**src/timed_window_motor_control_defines.svh**
```systemverilog
// ----------------------------------------------------------------------------
// timed window motor control assertion macros
// shared concurrent assertion forms, clocked on clock, quiet during reset
// ----------------------------------------------------------------------------
`ifndef TIMED_WINDOW_MOTOR_CONTROL_DEFINES_SVH
`define TIMED_WINDOW_MOTOR_CONTROL_DEFINES_SVH

// same-cycle implication
`define TWMC_ASSERT_NOW(lbl, ante, cons, msg) \
   lbl: assert property (@(posedge clock) disable iff (reset) (ante) |-> (cons)) \
      else $error(msg);

// next-cycle implication
`define TWMC_ASSERT_NEXT(lbl, ante, cons, msg) \
   lbl: assert property (@(posedge clock) disable iff (reset) (ante) |=> (cons)) \
      else $error(msg);

`endif

```
**src/twmc_pkg.sv**
```systemverilog
// ----------------------------------------------------------------------------
// twmc_pkg
// types and widths shared by the timed window motor control block
// ----------------------------------------------------------------------------
`default_nettype none

package twmc_pkg;

   localparam int POS_W     = 32;
   localparam int ELAPSED_W = 16;
   localparam int REQ_DATA_W = 56;  // 49 field bits, padded to bytes
   localparam int RSP_DATA_W = 40;  // 37 field bits, padded to bytes

   localparam logic KIND_MOVE = 1'b0;
   localparam logic KIND_TICK = 1'b1;

   typedef struct packed {
      logic                 kind;
      logic                 direction;
      logic [POS_W-1:0]     target_position;
      logic [ELAPSED_W-1:0] elapsed;
   } item_type;

   typedef struct packed {
      logic             accepted;
      logic             relay_a;
      logic             relay_b;
      logic             busy_res;
      logic             opening;
      logic [POS_W-1:0] position;
   } result_type;

endpackage

`default_nettype wire

```
**src/timed_window_motor_control.sv**
```systemverilog
// ----------------------------------------------------------------------------
// timed_window_motor_control
// run-time based window motor control through an open and a close relay
// ----------------------------------------------------------------------------
//
//  channel  dir  handshake            payload
//  req      in   req_tvalid/tready    tuser: kind; tdata: direction, target, elapsed
//  rsp      out  rsp_tvalid/tready    tdata: accepted, relays, busy, opening, position
//  csr      in   csr_wr_en            csr_wr_data: relay_on_level
//
//  one item per clock while rsp drains; rsp tvalid rises after the input and result registers
//  the state update sits between the input register and the result register
//  reset is synchronous: position zero, idle, relays off, on level zero
//  a stalled rsp holds the result and backs up req only once both registers fill
//
`default_nettype none

module timed_window_motor_control (
   input  wire                                 clock,
   input  wire                                 reset,
   // req
   input  wire                                 req_tvalid,
   output logic                                req_tready,
   input  wire  [twmc_pkg::REQ_DATA_W-1:0]     req_tdata,  // direction, target_position, elapsed
   input  wire                                 req_tuser,  // kind
   // rsp
   output logic                                rsp_tvalid,
   input  wire                                 rsp_tready,
   output logic [twmc_pkg::RSP_DATA_W-1:0]     rsp_tdata,  // accepted, relay_a, relay_b,
                                                           // busy_res, opening, position
   // csr
   input  wire                                 csr_wr_en,
   input  wire                                 csr_wr_data  // relay_on_level
);
   import twmc_pkg::*;

   logic       level_ff;
   logic       in_valid_ff;
   item_type   in_item_ff;
   item_type   req_item;
   result_type step_result;
   logic       out_ready;
   logic       step_fire;

   // unpack the incoming item
   assign req_item.kind            = req_tuser;
   assign req_item.direction       = req_tdata[0];
   assign req_item.target_position = req_tdata[POS_W:1];
   assign req_item.elapsed         = req_tdata[POS_W + ELAPSED_W:POS_W + 1];

   // the held item is processed as it moves into the result register
   assign step_fire  = in_valid_ff && out_ready;
   assign req_tready = !in_valid_ff || out_ready;

   always_ff @(posedge clock) begin
      if (reset) begin
         level_ff    <= 1'b0;
         in_valid_ff <= 1'b0;
      end else begin
         if (csr_wr_en) begin
            level_ff <= csr_wr_data;
         end
         if (req_tready) begin
            in_valid_ff <= req_tvalid;
         end
      end
   end

   // payload of the input register, no reset needed
   always_ff @(posedge clock) begin
      if (req_tready && req_tvalid) begin
         in_item_ff <= req_item;
      end
   end

   twmc_step u_step (
      .clock    (clock),
      .reset    (reset),
      .step_en  (step_fire),
      .item     (in_item_ff),
      .on_level (level_ff),
      .result   (step_result)
   );

   twmc_out_reg u_out (
      .clock      (clock),
      .reset      (reset),
      .load_valid (in_valid_ff),
      .load_ready (out_ready),
      .result     (step_result),
      .rsp_tvalid (rsp_tvalid),
      .rsp_tready (rsp_tready),
      .rsp_tdata  (rsp_tdata)
   );

endmodule

`default_nettype wire

```
**src/twmc_step.sv**
```systemverilog
// ----------------------------------------------------------------------------
// twmc_step
// motor state registers and the per-item update, one item per enabled cycle
// ----------------------------------------------------------------------------
`default_nettype none

`include "timed_window_motor_control_defines.svh"

module twmc_step (
   input  wire                    clock,
   input  wire                    reset,
   input  wire                    step_en,
   input  twmc_pkg::item_type     item,
   input  wire                    on_level,
   output twmc_pkg::result_type   result
);
   import twmc_pkg::*;

   logic [POS_W-1:0] position_ff, position_in;
   logic [POS_W-1:0] target_ff,   target_in;
   logic [POS_W-1:0] interval_ff, interval_in;
   logic [POS_W-1:0] count_ff,    count_in;
   logic             moving_ff,   moving_in;
   logic             open_ff,     open_in;
   logic             drive_a_ff,  drive_a_in;
   logic             drive_b_ff,  drive_b_in;

   logic             dir_ok;
   logic             accept;
   logic [POS_W:0]   sum;
   logic [POS_W-1:0] sat_count;

   always_comb begin
      position_in = position_ff;
      target_in   = target_ff;
      interval_in = interval_ff;
      count_in    = count_ff;
      moving_in   = moving_ff;
      open_in     = open_ff;
      drive_a_in  = drive_a_ff;
      drive_b_in  = drive_b_ff;

      dir_ok = item.direction ? (item.target_position > position_ff)
                              : (item.target_position < position_ff);
      accept = (item.kind == KIND_MOVE) && !moving_ff && dir_ok;

      sum       = {1'b0, count_ff} + {{(POS_W + 1 - ELAPSED_W){1'b0}}, item.elapsed};
      sat_count = sum[POS_W] ? {POS_W{1'b1}} : sum[POS_W-1:0];

      if (item.kind == KIND_MOVE) begin
         if (accept) begin
            interval_in = item.direction ? (item.target_position - position_ff)
                                         : (position_ff - item.target_position);
            count_in    = '0;
            target_in   = item.target_position;
            open_in     = item.direction;
            moving_in   = 1'b1;
         end
      end else if (!moving_ff) begin
         drive_a_in = 1'b0;
         drive_b_in = 1'b0;
      end else if (sat_count >= interval_ff) begin
         // move done: land on target, everything off
         position_in = target_ff;
         interval_in = '0;
         count_in    = '0;
         open_in     = 1'b0;
         moving_in   = 1'b0;
         drive_a_in  = 1'b0;
         drive_b_in  = 1'b0;
      end else begin
         count_in   = sat_count;
         drive_a_in = open_ff;
         drive_b_in = !open_ff;
      end

      result.accepted = accept;
      result.relay_a  = ~(drive_a_in ^ on_level);
      result.relay_b  = ~(drive_b_in ^ on_level);
      result.busy_res = moving_in;
      result.opening  = open_in;
      result.position = position_in;
   end

   always_ff @(posedge clock) begin
      if (reset) begin
         position_ff <= '0;
         target_ff   <= '0;
         interval_ff <= '0;
         count_ff    <= '0;
         moving_ff   <= 1'b0;
         open_ff     <= 1'b0;
         drive_a_ff  <= 1'b0;
         drive_b_ff  <= 1'b0;
      end else if (step_en) begin
         position_ff <= position_in;
         target_ff   <= target_in;
         interval_ff <= interval_in;
         count_ff    <= count_in;
         moving_ff   <= moving_in;
         open_ff     <= open_in;
         drive_a_ff  <= drive_a_in;
         drive_b_ff  <= drive_b_in;
      end
   end

   `TWMC_ASSERT_NOW(a_idle_clear, !moving_ff, (interval_ff == '0) && (count_ff == '0) && !open_ff, "idle state not cleared")
   `TWMC_ASSERT_NOW(a_count_below, moving_ff, count_ff < interval_ff, "count reached interval while moving")
   `TWMC_ASSERT_NOW(a_single_relay, 1'b1, !(drive_a_ff && drive_b_ff), "both relays energized")
   `TWMC_ASSERT_NEXT(a_accept_moves, step_en && accept, moving_ff, "accepted move did not start")

endmodule

`default_nettype wire

```
**src/twmc_out_reg.sv**
```systemverilog
// ----------------------------------------------------------------------------
// twmc_out_reg
// result register on the rsp channel, loads whenever empty or being drained
// ----------------------------------------------------------------------------
`default_nettype none

module twmc_out_reg (
   input  wire                                 clock,
   input  wire                                 reset,
   input  wire                                 load_valid,
   output logic                                load_ready,
   input  twmc_pkg::result_type                result,
   output logic                                rsp_tvalid,
   input  wire                                 rsp_tready,
   output logic [twmc_pkg::RSP_DATA_W-1:0]     rsp_tdata
);
   import twmc_pkg::*;

   logic       valid_ff;
   result_type data_ff;

   assign load_ready = !valid_ff || rsp_tready;

   always_ff @(posedge clock) begin
      if (reset) begin
         valid_ff <= 1'b0;
      end else if (load_ready) begin
         valid_ff <= load_valid;
      end
   end

   always_ff @(posedge clock) begin
      if (load_ready && load_valid) begin
         data_ff <= result;
      end
   end

   assign rsp_tvalid = valid_ff;
   assign rsp_tdata  = {{(RSP_DATA_W - POS_W - 5){1'b0}}, data_ff.position, data_ff.opening,
                        data_ff.busy_res, data_ff.relay_b, data_ff.relay_a, data_ff.accepted};

endmodule

`default_nettype wire
```
**config.mk**
```make
export PLATFORM = sky130hd
export DESIGN_NAME = timed_window_motor_control
export DESIGN_NICKNAME = d
export VERILOG_FILES = /design/src/twmc_pkg.sv /design/src/timed_window_motor_control.sv /design/src/twmc_step.sv /design/src/twmc_out_reg.sv
export VERILOG_INCLUDE_DIRS = /design/src /design/src/src
export SDC_FILE = /design/constraint.sdc
export NUM_CORES = 1
export LEC_CHECK = 0
export BUFFER_PORTS_ARGS = -buffer_cell sky130_fd_sc_hd__buf_4
export CAP_MARGIN = 20
export CORE_MARGIN = 5
export CORE_UTILIZATION = 50
export CTS_CLUSTER_SIZE = 25
export DETAILED_ROUTE_END_ITERATION = 12
export GPL_TIMING_DRIVEN = 0
export PLACE_DENSITY = 0.68
export SYNTH_ARGS = -nofsm -noshare
export SYNTH_HDL_FRONTEND = slang
export SYNTH_SLANG_ARGS = --single-unit
```
**constraint.sdc**
```tcl
create_clock -name clock -period 11.5 [get_ports clock]
set_clock_uncertainty 0.2 [all_clocks]
set_input_delay 2.3 -clock clock [delete_from_list [all_inputs] [get_ports clock]]
set_output_delay 2.3 -clock clock [all_outputs]
set_load 0.05 [all_outputs]
```
* Word-level counts from Yosys, hierarchy flattened
Cells that the tools add are included.
Storage, ports and cells: bits in registers 222, output and inout bits 42, word-level logic and storage cells 75
Operators by class: $add $sub $neg 3, $lt $le $gt $ge 3, equality and inequality tests 2, multiplexer cells 27, bitwise operators 5, reductions and logical operators 14
Operators by type and width (number):
- 2-to-1 mux 32 bit | 13
- subtractor 32 bit | 2
- adder 32 x 16 -> 33 bit | 1
- >= comparator 32 bit | 1
- > comparator 32 bit | 1
- < comparator 32 bit | 1
- 2-to-1 mux 1 bit | 14
- AND reduction 3 bit | 2
- logical AND 1 bit | 4
- zero test 1 bit | 4
- != test 2 x 1 -> 1 bit (second input constant) | 2
- AND reduction 4 bit | 1
- NOT 1 bit | 3
- logical OR 1 bit | 2
- nonzero test 2 bit | 1
- XOR 1 bit | 2

* Depth between registers and ports, before layout
Gate-level depths: netlist (run 1).
word-level depth 8, mapped depth 20, mapped depth without buffers 18

* Modules after synthesis
Synthesis (run 1) repeated with hierarchy kept, for this count alone.
Unflattened totals: cells, all modules 1496, area total of the unflattened synthesis 13387.8 sq um
By module, submodules not included:
- twmc_step | times used 1, cells an instance 1391, area each 10597.7 sq um
- timed_window_motor_control | times used 1, cells an instance 59, area each 1597.8 sq um
- twmc_out_reg | times used 1, cells an instance 46, area each 1192.4 sq um

* Least setup slack after synthesis (run 1)
Ideal clock, no wire load.
path kind input-to-output, from in rsp_tready, to out req_tready, data arrival time 2804 ps, data required time 9000 ps, path slack 6196 ps, cell stages on the path 2, path through nor2b_1 -> nand2_1
On the way: longest elaborated chain between the ends 2
RTL lines:
- start, declared | RTL line timed_window_motor_control.sv:28 | input wire rsp_tready,
- logical OR 1 bit | RTL line twmc_out_reg.sv:22 | assign load_ready = !valid_ff || rsp_tready;
- logical OR 1 bit | RTL line timed_window_motor_control.sv:53 | assign req_tready = !in_valid_ff || out_ready;
- end, declared | RTL line timed_window_motor_control.sv:23 | output logic req_tready,
Every way passes these cells.

==> results of run 1 <==
critical path, delay by kind of cell (launching register included):
family | cells | cell delay (ns)
flops | 1 | 0.39
fa+ha+maj | 3 | 1.01
compound gates | 9 | 3.16
buf+inv | 3 | 1.39
simple gates | 3 | 0.92
flip-flops by register name (all words and copies together) (netlist names):
register,count
u_step.open_ff,1
u_step.drive_b_ff,1
u_out.rsp_tvalid,1
u_step.target_ff,32
u_step.moving_ff,1
u_step.interval_ff,32
in_item_ff,50
u_step.count_ff,32
level_ff,1
in_valid_ff,1
u_out.rsp_tdata,37
u_step.drive_a_ff,1
u_step.position_ff,32
cell type report:
type | instances | area [um^2] | share of cell area
clock inverter | 12 | 92.6 | 0.00607
inverter | 111 | 417 | 0.0273
multi-input combinational | 1143 | 7180 | 0.471
tap | 335 | 419 | 0.0275
sequential | 222 | 5320 | 0.348
buffer | 88 | 385 | 0.0253
timing repair buffer | 96 | 746 | 0.0489
clock buffer | 34 | 701 | 0.0459
kinds of logic after synthesis:
logic type | share of synthesized area
other cells | 0.000282
xor+xnor | 0.0310
compound gates | 0.219
mux | 0.00546
buf+inv | 0.0604
flops | 0.400
simple gates | 0.175
fa+ha+maj | 0.109
metrics by stage:
step | area, um^2 | setup WS, ns
3_5_place_dp | 14500 | 4.37
4_1_cts | 15300 | 4.33
6_report | 15300 | 4.12
2_1_floorplan | 13300 | 6.20
3_3_place_gp | 14400 | 4.35
5_1_grt | 15300 | 3.91
metal layers:
layer	global-route usage	up-vias
met3	0.0384	90
li1	-	5815
met5	0	-
met2	0.407	365
met1	0.327	5559
met4	0.0875	0
report_power, final:
group	switching, mW	total, mW	leakage [nW]	internal (mW)
Combinational	0.155	0.236	3.64	0.0809
Clock	0.321	0.771	0.400	0.450
Sequential	0.0144	0.855	1.94	0.841
layout by cell type (no fill, tap or decap), types with 7 or more instances in the layout:
| cell type | n |
|---|---|
| a211oi_1 | 17 |
| a21o_1 | 21 |
| a21oi_1 | 192 |
| a22o_1 | 21 |
| a31oi_1 | 19 |
| and2_1 | 12 |
| and3_1 | 12 |
| buf_2 | 17 |
| buf_4 | 101 |
| clkbuf_1 | 66 |
| clkbuf_16 | 26 |
| clkinv_2 | 9 |
| dfxtp_1 | 135 |
| edfxtp_1 | 87 |
| ha_1 | 111 |
| inv_1 | 110 |
| nand2_1 | 245 |
| nand2b_1 | 7 |
| nand3_1 | 69 |
| nand4_1 | 22 |
| nor2_1 | 63 |
| nor2b_1 | 16 |
| nor3_1 | 21 |
| o211ai_1 | 17 |
| o21a_1 | 17 |
| o21ai_0 | 93 |
| o21bai_1 | 9 |
| o2bb2ai_1 | 10 |
| xnor2_1 | 28 |
| xor2_1 | 19 |
worst paths after layout:
path | start | cells past startpoint | slack, ns | endpoint
hold reg to reg | u_step.target_ff[9] | 2 | 0.26 | u_step.position_ff[9]
hold / removal | u_step.target_ff[9] | 2 | 0.26 | u_step.position_ff[9]
setup reg to reg | in_item_ff[0] | 18 | 4.12 | u_out.rsp_tdata[35]
setup / recovery | in_item_ff[0] | 18 | 4.12 | u_out.rsp_tdata[35]
==> flow_metrics.py, run 1 <==
metrics = {
    "run_status": {
        "status": "finished clean",
    },
    "logic_synthesis": {
        "ys_ff_latch": 222,
        "netlist_top_cells_count": "245 x nand2_1, 192 x a21oi_1, 135 x dfxtp_1",
        "syn_avg_cell_area_um2": 8.51,
        "synth-seq-area-share": 0.400,
        "ys_types": 77,
        "ys.flop_type": "dfxtp_1",
        "synth_top_area_cell": "dfxtp_1",
        "yosysWarningCount": 0,
        "synthTopCellsByArea": "dfxtp_1 20%, edfxtp_1 20%, ha_1 10%",
        "yosysMostFrequentCell": "nand2_1",
        "syn_inst": 1562,
        "synth_edf_count": 87,
        "yosys.area.top_type_share": 0.203,
        "syn_area_um2": 13300,
        "synthArstFlopShare": 0,
    },
    "detailed_routing": {
        "drt_wl_total_um": 37800,
        "wl_per_cell_um": 18.5,
        "viasPerCell": 5.80,
        "final_antenna_net_count": 0,
        "vias": 11829,
        "drc": 0,
        "highest_layer": "met4",
        "dr_wl_met2_um": 17500,
        "drtIter0Drc": 855,
        "wl_met3_um": 2020,
        "firstDrtPassIters": 6,
        "drt-met1-wl_um": 16800,
    },
    "power_and_ir_drop": {
        "leakagePower_nw": 5.97,
        "irDropWorstVdd_v": 0.000103,
        "total_power_mw": 1.86,
        "powerDensity_nw_per_um2": 122,
    },
    "place": {
        "dp_cells": 1995,
        "hpwl_um": 29200,
        "io_buffers": 94,
        "place_congestion": 0.969,
    },
    "clocking": {
        "cts_hold_buf": 0,
        "postCtsSetupBuffers": 0,
        "clk_latency_ns": 0.53,
        "ctsRootBufferMaster": "clkbuf_16",
        "cts_tree": "yes",
        "ctsHtreeMaxLevel": 1,
        "cts_buffers": 25,
        "ctsResizeCount": 0,
        "cts.clk_slew.worst_paths_ns": 0.06,
        "cts_max_path_buffers": 3,
        "clkSinkCount": 222,
    },
    "finish": {
        "final_layout_size_suffix_gt1_frac": 0.106,
        "antenna_cells": 0,
        "area_growth_pct": 14.8,
        "final_nets": 1864,
        "stdcell_count": 2041,
        "final_core_util": 0.584,
        "nFillCells": 2455,
    },
    "global_route": {
        "first_global_vias": 11729,
        "grt_pass1_wl_um": 61100,
        "antenna_found_initial": 0,
        "gr-total-overflow": 0,
        "grt_start_max_net_pins": 28,
        "grtUsageTotal": 0.245,
    },
    "worst_setup_path": {
        "path_cells": "ha_1 > fa_1 > a21oi_1 > o2111ai_1 > o311ai_0 > a211o_1 > clkbuf_1 > nand2_1 > ha_1 > o21ai_0 > or3_1 > o211ai_1 > a211oi_1 > o31ai_2 > nor2b_1 > buf_2 > clkbuf_1 > o21ai_0",
        "critPathMaxStageDelay_ns": 0.99,
        "critPathSlowestCell": "o311ai_0",
        "cp.required_ns": 11.52,
        "worstSetupStartpointType": "register",
        "critical_path_arrival_ns": 7.41,
        "end_kind": "register",
        "worstSetupPathType": "reg2reg",
        "cp_max_fo": 10,
    },
    "sta": {
        "finalSetupTns_ns": 0,
        "rsz0062_at_grt": "no",
        "worst_pin_slew_ns": 1.15,
        "slew-limit-headroom": 0.224,
        "holdWs_ns": 0.261,
        "setup_viol": 0,
        "min_period_ns": 7.38,
        "slew_violations": 0,
        "finalCritPeriodShare": 0.642,
        "hold_violations": 0,
        "timing.fmax_ghz": 0.135,
    },
    "die": {
        "start_util": 0.508,
        "die_x_um": 173,
        "die_h_um": 173,
        "fp.dieArea_um2": 29900,
        "ios": 105,
        "row_count": 59,
        "core_area_um2": 26100,
    },
    "worst_hold_path": {
        "worstHoldPathType": "reg2reg",
    },
    "run": {
        "maxCapViolations": 0,
    },
}
Power figures use the tool's default switching activity.
==> inputs of run 2 (changes only) <==
==> constraint.sdc (replaced) <==
create_clock -name clock -period 6.9 [get_ports clock]
set_clock_uncertainty 0.2 [all_clocks]
set_input_delay 1.38 -clock clock [delete_from_list [all_inputs] [get_ports clock]]
set_output_delay 1.38 -clock clock [all_outputs]
set_load 0.05 [all_outputs]
==> run 2 against run 1 <==
Combinational power grew 67%. Critical path depth unchanged. Total power is 67% higher. Global-route usage about the same. Setup slack lost 3.8 ns. Highest routed layer unchanged.
==> flow_metrics.py, run 2 (synthesis results as in run 1) <==
metrics = {
    "worst_setup_path": {
        "path_cells": "ha_1 > fa_1 > a21oi_1 > o2111ai_1 > o311ai_2 > a211o_1 > clkbuf_1 > nand2_1 > ha_1 > o21ai_0 > or3_1 > o211ai_1 > a211oi_1 > o31ai_2 > nor2b_1 > buf_2 > clkbuf_2 > o21ai_0",
        "cp_max_fo": 10,
        "rrSetupSlack_ns": 0.34,
        "cp.depth": 18,
        "worstSetupPathType": "reg2reg",
        "reg2reg_depth": 18,
        "reg2reg_from": "in_item_ff[0]",
        "critPathMaxStageDelay_ns": 0.63,
        "startpoint": "in_item_ff[0]",
        "setup.worst_path.end": "u_out.rsp_tdata[35]",
        "critPathSlowestCell": "o31ai_2",
        "crit_family": "compound AO/OA/AOI/OAI gates",
        "worst-path-buf-inv": 3,
        "end_kind": "register",
        "cp.required_ns": 6.95,
        "critical_path_arrival_ns": 6.60,
        "worstSetupStartpointType": "register",
        "reg2reg_to": "u_out.rsp_tdata[35]",
    },
    "die": {
        "fp.dieArea_um2": 29900,
        "start_util": 0.508,
        "die_h_um": 173,
        "ios": 105,
        "row_count": 59,
        "die_x_um": 173,
        "core_area_um2": 26100,
    },
    "finish": {
        "final_cell_mix": "245 x nand2_1, 192 x a21oi_1, 135 x dfxtp_1",
        "top_register": "in_item_ff",
        "antenna_cells": 0,
        "final_nets": 1864,
        "finish.instance_area_um2": 15300,
        "final_common_cell": "nand2_1",
        "largest_reg_flops": 50,
        "final_layout_size_suffix_gt1_frac": 0.107,
        "area_growth_pct": 14.9,
        "nFillCells": 2459,
    },
    "detailed_routing": {
        "drtIter0Drc": 829,
        "viasPerCell": 5.79,
        "wl_met3_um": 2080,
        "dr_wl_met2_um": 17500,
        "drt_wl_total_um": 37800,
        "drt-met1-wl_um": 16800,
        "firstDrtPassIters": 6,
        "wl_per_cell_um": 18.5,
        "drc": 0,
        "highest_layer": "met4",
        "final_antenna_net_count": 0,
        "vias": 11823,
    },
    "power_and_ir_drop": {
        "irDropWorstVdd_v": 0.000172,
        "leakagePower_nw": 5.98,
        "powerDensity_nw_per_um2": 203,
        "total_power_mw": 3.10,
    },
    "clocking": {
        "ctsResizeCount": 2,
        "cts_max_path_buffers": 3,
        "ctsRootBufferMaster": "clkbuf_16",
        "cts_tree": "yes",
        "ctsHtreeMaxLevel": 1,
        "cts_buffers": 25,
        "postCtsSetupBuffers": 0,
        "clkSinkCount": 222,
        "cts_hold_buf": 0,
        "clk_latency_ns": 0.53,
        "cts.clk_slew.worst_paths_ns": 0.06,
    },
    "run_status": {
        "status": "finished clean",
    },
    "sta": {
        "timing.fmax_ghz": 0.152,
        "fin_ws_ns": 0.342,
        "slew_violations": 0,
        "rsz0062_at_grt": "no",
        "hold_violations": 0,
        "finalCritPeriodShare": 0.950,
        "worst_pin_slew_ns": 0.951,
        "slew-limit-headroom": 0.366,
        "min_period_ns": 6.56,
        "setup_viol": 0,
    },
    "worst_hold_path": {
        "worstHoldPathType": "reg2reg",
        "hp-start": "u_step.target_ff[9]",
    },
    "global_route": {
        "grt_start_max_net_pins": 28,
        "grt_pass1_wl_um": 61100,
        "first_global_vias": 11738,
        "gr-total-overflow": 0,
        "grtUsageTotal": 0.245,
        "antenna_found_initial": 0,
    },
    "place": {
        "place_ws_ns": -0.226,
        "place_congestion": 0.969,
        "hpwl_um": 29200,
        "placed_cell_area_um2": 14500,
        "io_buffers": 94,
    },
    "run": {
        "maxCapViolations": 0,
    },
}
-- run 2: cell types whose count changed in the layout (fill, tap and decap cells not counted) --
cell,before,now
clkbuf_1,66,65
o311ai_0,3,2
clkbuf_2,0,1
o311ai_2,0,1
-- run 2: how the worst min path moves through the flow --
stage / end / depth (start not counted)
2_1_floorplan: u_step.drive_b_ff / 2
3_3_place_gp: u_step.drive_b_ff / 2
3_5_place_dp: u_step.interval_ff[30] / 1
4_1_cts: u_step.position_ff[9] / 2
5_1_grt: u_step.interval_ff[23] / 1
6_report: u_step.position_ff[9] / 2
-- run 2: per-layer routing --
metal,GRT usage,vias up
met3,0.0384,90
met4,0.0875,0
met1,0.327,5544
met5,0,-
li1,-,5809
met2,0.407,380
-- run 2: worst register-to-register path, stage by stage, from the launching register on --
cell       delay (ns)
edfxtp_1         0.39
ha_1             0.25
fa_1             0.44
a21oi_1          0.25
o2111ai_1        0.26
o311ai_2         0.49
a211o_1          0.31
clkbuf_1         0.50
nand2_1          0.23
ha_1             0.32
o21ai_0          0.06
or3_1            0.37
o211ai_1         0.21
a211oi_1         0.16
o31ai_2          0.63
nor2b_1          0.32
buf_2            0.36
clkbuf_2         0.34
o21ai_0          0.19
-- run 2: per-stage QoR --
| step | TNS, ns | util | std cells | hold WS, ns |
|---|---|---|---|---|
| finish | 0 | 0.584 | 2041 | 0.261 |
| global route | 0 | 0.584 | 2041 | 0.279 |
| CTS | 0 | 0.584 | 2041 | 0.261 |
| detailed placement | -1.40 | 0.553 | 1995 | 0.247 |
| global placement | -1.70 | 0.552 | 1993 | 0.240 |
| floorplan | 0 | - | 1564 | 0.225 |
-- run 2: report_power, final --
part,total [mW],switching [mW],internal (mW)
sequential,1.43,0.0240,1.40
clock,1.29,0.535,0.750
combinational,0.394,0.259,0.135
-- run 2: final cells by class --
cell class	count	area (um^2)	share of cell area
buffer	88	387	0.0253
clock buffer	34	701	0.0459
clock inverter	12	92.6	0.00607
inverter	111	417	0.0273
multi-input combinational	1143	7190	0.471
sequential	222	5320	0.348
tap	335	419	0.0275
timing repair buffer	96	746	0.0489
